<file path="src/rtl/mwcrc_pkg.sv">
package mwcrc_pkg;

    localparam int CRC_W     = 64;
    localparam int CFG_IDX_W = 2;

    // CRC forms held in the form register
    localparam logic [1:0] FORM_CRC8  = 2'd0;
    localparam logic [1:0] FORM_CRC16 = 2'd1;
    localparam logic [1:0] FORM_CRC32 = 2'd2;
    localparam logic [1:0] FORM_CRC64 = 2'd3;

    // configuration register indexes
    localparam logic [CFG_IDX_W-1:0] CFG_FORM      = 2'd0;
    localparam logic [CFG_IDX_W-1:0] CFG_GENERATOR = 2'd1;
    localparam logic [CFG_IDX_W-1:0] CFG_START     = 2'd2;
    localparam logic [CFG_IDX_W-1:0] CFG_FINAL     = 2'd3;

    localparam logic [1:0]       RST_FORM      = FORM_CRC8;
    localparam logic [CRC_W-1:0] RST_GENERATOR = 64'h1D;
    localparam logic [CRC_W-1:0] RST_START     = 64'hFF;
    localparam logic [CRC_W-1:0] RST_FINAL     = 64'hFF;

    typedef struct packed {
        logic [7:0]       data_byte;
        logic             call_begin;
        logic             first_call;
        logic [CRC_W-1:0] resume_value;
        logic             call_end;
        logic             empty_call;
    } crc_item_t;

    typedef struct packed {
        logic [1:0]       form;
        logic [CRC_W-1:0] generator;
        logic [CRC_W-1:0] start_constant;
        logic [CRC_W-1:0] final_xor;
    } crc_cfg_t;

    function automatic logic [CRC_W-1:0] form_mask(input logic [1:0] form);
        logic [CRC_W-1:0] m;
        unique case (form)
            FORM_CRC8:  m = 64'h0000_0000_0000_00FF;
            FORM_CRC16: m = 64'h0000_0000_0000_FFFF;
            FORM_CRC32: m = 64'h0000_0000_FFFF_FFFF;
            FORM_CRC64: m = 64'hFFFF_FFFF_FFFF_FFFF;
            default:    m = 64'hFFFF_FFFF_FFFF_FFFF;
        endcase
        return m;
    endfunction

endpackage

</file>
<file path="src/rtl/mwcrc_fold.sv">
// Load the register when a call begins, fold in the byte unless the request is empty, and form the call result.
module mwcrc_fold (
    input  mwcrc_pkg::crc_cfg_t          cfg,
    input  mwcrc_pkg::crc_item_t         item,
    input  logic [mwcrc_pkg::CRC_W-1:0]  running_crc,
    output logic [mwcrc_pkg::CRC_W-1:0]  crc_next,
    output logic [mwcrc_pkg::CRC_W-1:0]  crc_result
);
    import mwcrc_pkg::*;

    logic [CRC_W-1:0] mask;
    logic [CRC_W-1:0] fin;
    logic [CRC_W-1:0] poly;
    logic [CRC_W-1:0] crc;
    logic             reflected;
    logic             fb;

    always_comb begin
        mask      = form_mask(cfg.form);
        fin       = cfg.final_xor & mask;
        poly      = cfg.generator & mask;
        reflected = (cfg.form == FORM_CRC32) || (cfg.form == FORM_CRC64);
        fb        = 1'b0;

        crc = running_crc & mask;
        if (item.call_begin) begin
            if (item.first_call) begin
                crc = cfg.start_constant & mask;
            end else begin
                crc = (item.resume_value ^ fin) & mask;
            end
        end

        if (!item.empty_call) begin
            // inject the byte at the end the shift reads from
            if (reflected) begin
                crc[7:0] = crc[7:0] ^ item.data_byte;
            end else if (cfg.form == FORM_CRC8) begin
                crc[7:0] = crc[7:0] ^ item.data_byte;
            end else begin
                crc[15:8] = crc[15:8] ^ item.data_byte;
            end

            for (int i = 0; i < 8; i++) begin
                if (reflected) begin
                    fb  = crc[0];
                    crc = (crc >> 1) ^ (fb ? poly : '0);
                end else begin
                    fb  = (cfg.form == FORM_CRC8) ? crc[7] : crc[15];
                    crc = ((crc << 1) ^ (fb ? poly : '0)) & mask;
                end
            end
        end

        crc_next   = crc & mask;
        crc_result = (crc ^ fin) & mask;
    end

endmodule

</file>
<file path="src/rtl/multi_width_crc_engine.sv">
// Byte-stream CRC engine for 8-bit and 16-bit MSB-first and 32-bit and 64-bit
// reflected CRCs, with polynomial, start value and final XOR set through the
// configuration port. Each input request carries one data byte; tuser marks the
// first request of a call, whether it starts fresh or resumes from a previous
// result, and whether the request carries no byte at all; tlast closes the
// call and makes the engine deliver one result, the CRC XOR the final value,
// zero-extended to 64 bits. The engine takes one byte every cycle unless a
// request that closes a call waits for the result slot: a request is held in
// the input register, the eight-step fold network between that register and
// the result register folds it, and the result register drives m_tdata. A
// result that waits on m_tready holds only requests that close a call; bytes
// without tlast keep flowing. Write configuration only while no request is in
// flight.
module multi_width_crc_engine (
    input  logic                              aclk,
    input  logic                              aresetn,

    // configuration write port
    input  logic                              cfg_we,
    input  logic [mwcrc_pkg::CFG_IDX_W-1:0]   cfg_index,
    input  logic [mwcrc_pkg::CRC_W-1:0]       cfg_wdata,

    // input request channel
    input  logic                              s_tvalid,
    output logic                              s_tready,
    input  logic [71:0]                       s_tdata,  // [7:0] data_byte, [71:8] resume_value
    input  logic [2:0]                        s_tuser,  // [0] call_begin, [1] first_call,
                                                        // [2] empty_call
    input  logic                              s_tlast,  // call_end

    // result channel
    output logic                              m_tvalid,
    input  logic                              m_tready,
    output logic [63:0]                       m_tdata   // [63:0] crc_value
);
    import mwcrc_pkg::*;

    // configuration registers
    crc_cfg_t         cfg_reg;

    // input stage
    logic             a_valid_reg, a_valid_next;
    crc_item_t        a_item_reg;

    // running CRC and result stage
    logic [CRC_W-1:0] running_crc_reg, running_crc_next;
    logic             m_valid_reg, m_valid_next;
    logic [CRC_W-1:0] m_data_reg;

    logic [CRC_W-1:0] fold_crc;
    logic [CRC_W-1:0] fold_result;
    logic             out_free;
    logic             a_advance;
    logic             s_accept;

    // Only a request that closes a call needs the result slot free.
    assign out_free  = !m_valid_reg || m_tready;
    assign a_advance = a_valid_reg && (!a_item_reg.call_end || out_free);
    assign s_tready  = !a_valid_reg || a_advance;
    assign s_accept  = s_tvalid && s_tready;

    assign m_tvalid = m_valid_reg;
    assign m_tdata  = m_data_reg;

    mwcrc_fold u_fold (
        .cfg         (cfg_reg),
        .item        (a_item_reg),
        .running_crc (running_crc_reg),
        .crc_next    (fold_crc),
        .crc_result  (fold_result)
    );

    always_comb begin
        a_valid_next = a_valid_reg;
        if (s_accept) begin
            a_valid_next = 1'b1;
        end else if (a_advance) begin
            a_valid_next = 1'b0;
        end
    end

    always_comb begin
        running_crc_next = running_crc_reg;
        m_valid_next     = m_valid_reg;
        if (m_tready) begin
            m_valid_next = 1'b0;
        end
        if (a_advance) begin
            running_crc_next = fold_crc;
            if (a_item_reg.call_end) begin
                m_valid_next = 1'b1;
            end
        end
    end

    // Hold configuration; the form register keeps only its two bits.
    always_ff @(posedge aclk) begin
        if (!aresetn) begin
            cfg_reg.form           <= RST_FORM;
            cfg_reg.generator      <= RST_GENERATOR;
            cfg_reg.start_constant <= RST_START;
            cfg_reg.final_xor      <= RST_FINAL;
        end else if (cfg_we) begin
            unique case (cfg_index)
                CFG_FORM:      cfg_reg.form           <= cfg_wdata[1:0];
                CFG_GENERATOR: cfg_reg.generator      <= cfg_wdata;
                CFG_START:     cfg_reg.start_constant <= cfg_wdata;
                CFG_FINAL:     cfg_reg.final_xor      <= cfg_wdata;
                default:       cfg_reg                <= cfg_reg;
            endcase
        end
    end

    always_ff @(posedge aclk) begin
        if (!aresetn) begin
            a_valid_reg     <= 1'b0;
            m_valid_reg     <= 1'b0;
            running_crc_reg <= '0;
        end else begin
            a_valid_reg     <= a_valid_next;
            m_valid_reg     <= m_valid_next;
            running_crc_reg <= running_crc_next;
        end
    end

    // Payload: load a new request, capture the result when a call closes.
    always_ff @(posedge aclk) begin
        if (s_accept) begin
            a_item_reg.data_byte    <= s_tdata[7:0];
            a_item_reg.resume_value <= s_tdata[71:8];
            a_item_reg.call_begin   <= s_tuser[0];
            a_item_reg.first_call   <= s_tuser[1];
            a_item_reg.empty_call   <= s_tuser[2];
            a_item_reg.call_end     <= s_tlast;
        end
        if (a_advance && a_item_reg.call_end) begin
            m_data_reg <= fold_result;
        end
    end

endmodule

</file>
<file path="config.mk">
export PLATFORM = sky130hd
export DESIGN_NAME = multi_width_crc_engine
export DESIGN_NICKNAME = d
export VERILOG_FILES = /design/src/rtl/mwcrc_pkg.sv /design/src/rtl/mwcrc_fold.sv /design/src/rtl/multi_width_crc_engine.sv
export SDC_FILE = /design/constraint.sdc
export NUM_CORES = 2
export LEC_CHECK = 0
export BUFFER_PORTS_ARGS = -buffer_cell sky130_fd_sc_hd__clkbuf_2
export CAP_MARGIN = 20
export CORE_MARGIN = 4
export CORE_UTILIZATION = 40
export DETAILED_ROUTE_END_ITERATION = 6
export PLACE_DENSITY_LB_ADDON = 0.1
export REMOVE_ABC_BUFFERS = 1
export SYNTH_ARGS = -nofsm -noshare
export SYNTH_HDL_FRONTEND = slang
export SYNTH_SLANG_ARGS = --single-unit
export TNS_END_PERCENT = 30
</file>
<file path="constraint.sdc">
create_clock -name aclk -period 6.45 [get_ports aclk]
set_input_delay 0.3225 -clock aclk [delete_from_list [all_inputs] [get_ports aclk]]
set_output_delay 0.3225 -clock aclk [all_outputs]
set_load 0.005 [all_outputs]
</file>
==> flow_metrics.env <==
export IMPL_rows=102
export IMPL_skew_ps=70.4
export IMPL_yosysTopAreaCell="dfxtp_1"
export IMPL_finalCoreUtilization_pct=54.7
export IMPL_layout_min_cycle_time_ps=6580
export IMPL_tritoncts="done"
export IMPL_synth_simple_gate_area_share_pct=21.8
export IMPL_root_buffer="clkbuf_16"
export IMPL_synth_area_leaders="dfxtp_1 16%, edfxtp_1 13%, nand2_1 12%"
export IMPL_worst_slew_pin_slew_ps=1110
export IMPL_dieArea_um2=83600
export IMPL_min_delay_path_class="in -> reg"
export IMPL_cp_required_ps=6750
export IMPL_clkSlewWorstSetupHoldPaths_ps=60
export IMPL_endpoint_kind="register"
export IMPL_cp_start_kind="register"
export IMPL_gp_congestion=1.05
export IMPL_synth_fa_ha_area_share_pct=0
export IMPL_grtUsageMet1_pct=44.8
export IMPL_overflow=0
export IMPL_detail_route_antenna_nets=0
export IMPL_synth_seq_area_share_pct=29.8
export IMPL_holdWs_ps=23.1
export IMPL_grt_use_total_pct=32.9
export IMPL_worstPathMaxFanout=21
export IMPL_synthFlopType="dfxtp_1"
export IMPL_cts_buffers=49
export IMPL_grt_start_max_net_pins=73
export IMPL_io_pins=213
export IMPL_final_cell_mix="1044 x nand2_1, 671 x buf_4, 413 x xnor2_1"
export IMPL_avgSynthCellArea_um2=7.78
export IMPL_synth_top_family_by_area="simple AND/OR/NAND/NOR gates"
export IMPL_first_pass_iters=7
export IMPL_die_y_um=289
export IMPL_finalMaxSlewViolations=0
export IMPL_cap_violations=0
export IMPL_fin_ws_ps=-132
export IMPL_synth_compound_area_share_pct=21.4
export IMPL_relSlewSlack_pct=25.7
export IMPL_post_route_period_util_pct=102
export IMPL_gr_usage_met3_pct=4.21
export IMPL_violations="DRC, setup timing"
export IMPL_status="finished with violations"
export IMPL_multiInputGateArea_um2=22000
export IMPL_vias_per_cell=5.62
export IMPL_start_util_pct=40.6
export IMPL_synth_edff_count=140
export IMPL_largest_reg_flops=194
export IMPL_antenna_found_initial=5
export IMPL_cp_data_arrival_time_ps=6880
export IMPL_layout_commonest_cell="nand2_1"
export IMPL_path_class="reg -> reg"
export IMPL_ff_latch_area_um2=9410
export IMPL_port_buffers=212
export IMPL_grt_pass1_wl_um=207000
export IMPL_drt_total_wl_um=142000
export IMPL_muxShareOfSynthArea_pct=5.40
export IMPL_fmax_mhz=152
export IMPL_drt_initial_drc_count=3124
export IMPL_synth_seq_cells=400
export IMPL_grt_busiest_layer="met2"
export IMPL_post_place_ws_ps=-536
export IMPL_nFillCells=7529
export IMPL_synth_top_area_share_pct=16.5
export IMPL_ctsLongestPathBuffers=3
export IMPL_p_per_area_nw_per_um2=253
export IMPL_vias=33200
export IMPL_syn_to_final_growth_pct=34.6
export IMPL_rsz0062_at_grt="yes"
export IMPL_cts_sinks=400
export IMPL_wl_per_cell_um=24.0
export IMPL_worstSkewPairLatency_ps=630
export IMPL_core_um2=77800
export IMPL_setup_viol=28
export IMPL_die_w_um=289
export IMPL_fin_nets=4974
export IMPL_hold_violations=0
export IMPL_drive_gt1_share_pct=26.6
export IMPL_drc=4
export IMPL_grt_pass1_vias=31400
export IMPL_place_hpwl_um=104000
export IMPL_ir_worst_vdd_mv=0.201
export IMPL_synth_warnings=0
export IMPL_synth_cell_area_um2=31600
export IMPL_synth_xor_area_share_pct=16.9
export IMPL_ys_types=123
export IMPL_p_leak_uw=0.0161
export IMPL_ys_async_sr_fraction_pct=0
export IMPL_syn_inst=4065
export IMPL_h_tree_depth=2
export IMPL_fin_tns_setup_ps=-943
export IMPL_grtUsageMet2_pct=51.9
==> Yosys cell counts (25+ instances only) <==
master	n
inv_1	32
and3_1	38
buf_2	37
o21ai_0	159
nand3_1	78
clkbuf_1	250
a21oi_1	113
a21boi_0	175
a211oi_1	37
xnor2_1	431
dfxtp_1	260
xor2_1	140
a31oi_1	35
o211ai_1	37
o21ai_1	54
nor3_1	46
nand2_1	1047
a211o_1	34
mux2i_1	110
and2_1	25
nor2_1	245
buf_1	35
edfxtp_1	140
==> report_power, final <==
group	internal [uW]	switching (uW)	total (uW)	leakage (uW)
clock	1730	1180	2910	0.000837
combinational	2250	2790	5040	0.0118
sequential	2720	91.4	2810	0.00347
total	6700	4060	10800	0.0161
==> worst max-delay path, cell delays in order (launching register included) <==
cell,delay (ps)
edfxtp_1,400
buf_6,170
buf_12,160
o211ai_1,340
a21oi_1,140
or2_2,410
a2111oi_2,430
nor3_2,80
buf_4,170
xnor2_1,290
mux2_4,390
a2111oi_0,500
o21bai_2,290
o21ai_2,150
buf_4,190
a2bb2oi_1,160
o31a_1,310
o211ai_1,190
buf_4,180
buf_4,110
a211oi_1,50
a311oi_1,330
buf_4,190
buf_4,100
xor2_1,120
a21oi_1,100
buf_4,190
mux2i_1,110
==> area by class of cell <==
class	count	share of cell area (%)
flip-flops and latches	400	22.1
multi-input cells	3295	51.7
clock buffers	70	3.50
repair buffers	1046	18.8
clock inverters	22	0.509
inverters	35	0.309
diodes	4	0.0235
well taps	1040	3.06
==> stage by stage <==
step | cells | total power [uW] | instance area, um^2
final | 5912 | 10800 | 42600
after global routing | 5908 | 11100 | 42500
after CTS | 5892 | 10400 | 41700
after detailed placement | 5641 | 7170 | 37900
after global placement | 5641 | 7190 | 37900
after floorplan | 3730 | 4920 | 30200
==> logic make-up after synthesis <==
kind of cell / count (synthesis)
compound gates: 939
xor+xnor: 587
buf+inv: 370
flops: 400
mux: 149
simple gates: 1620
==> path summary, 6_finish.rpt <==
| kind | from | endpoint | slack (ps) | depth (start not counted) |
|---|---|---|---|---|
| min | cfg_wdata[3] | cfg_reg[3] | 20 | 3 |
| max reg2reg | a_item_reg[66] | m_tdata[11] | -130 | 27 |
| max | a_item_reg[66] | m_tdata[11] | -130 | 27 |
| min reg2reg | running_crc_reg[40] | running_crc_reg[40] | 440 | 2 |
==> layer usage <==
metal	routed length, um	vias up
li1	-	15600
met1	61600	15900
met2	62600	1355
met3	9680	346
met4	8070	0
met5	0	-
==> repair_timing <==
item	in CTS	in global routing
pin swaps	44	62
cloned	1	0
setup buffers	28	16
setup endpoints to repair	124	127
hold buffers	130	0
gates resized for setup	103	120
endpoints found under the hold margin	232	0
No activity file was read; power rests on OpenSTA's default activity.
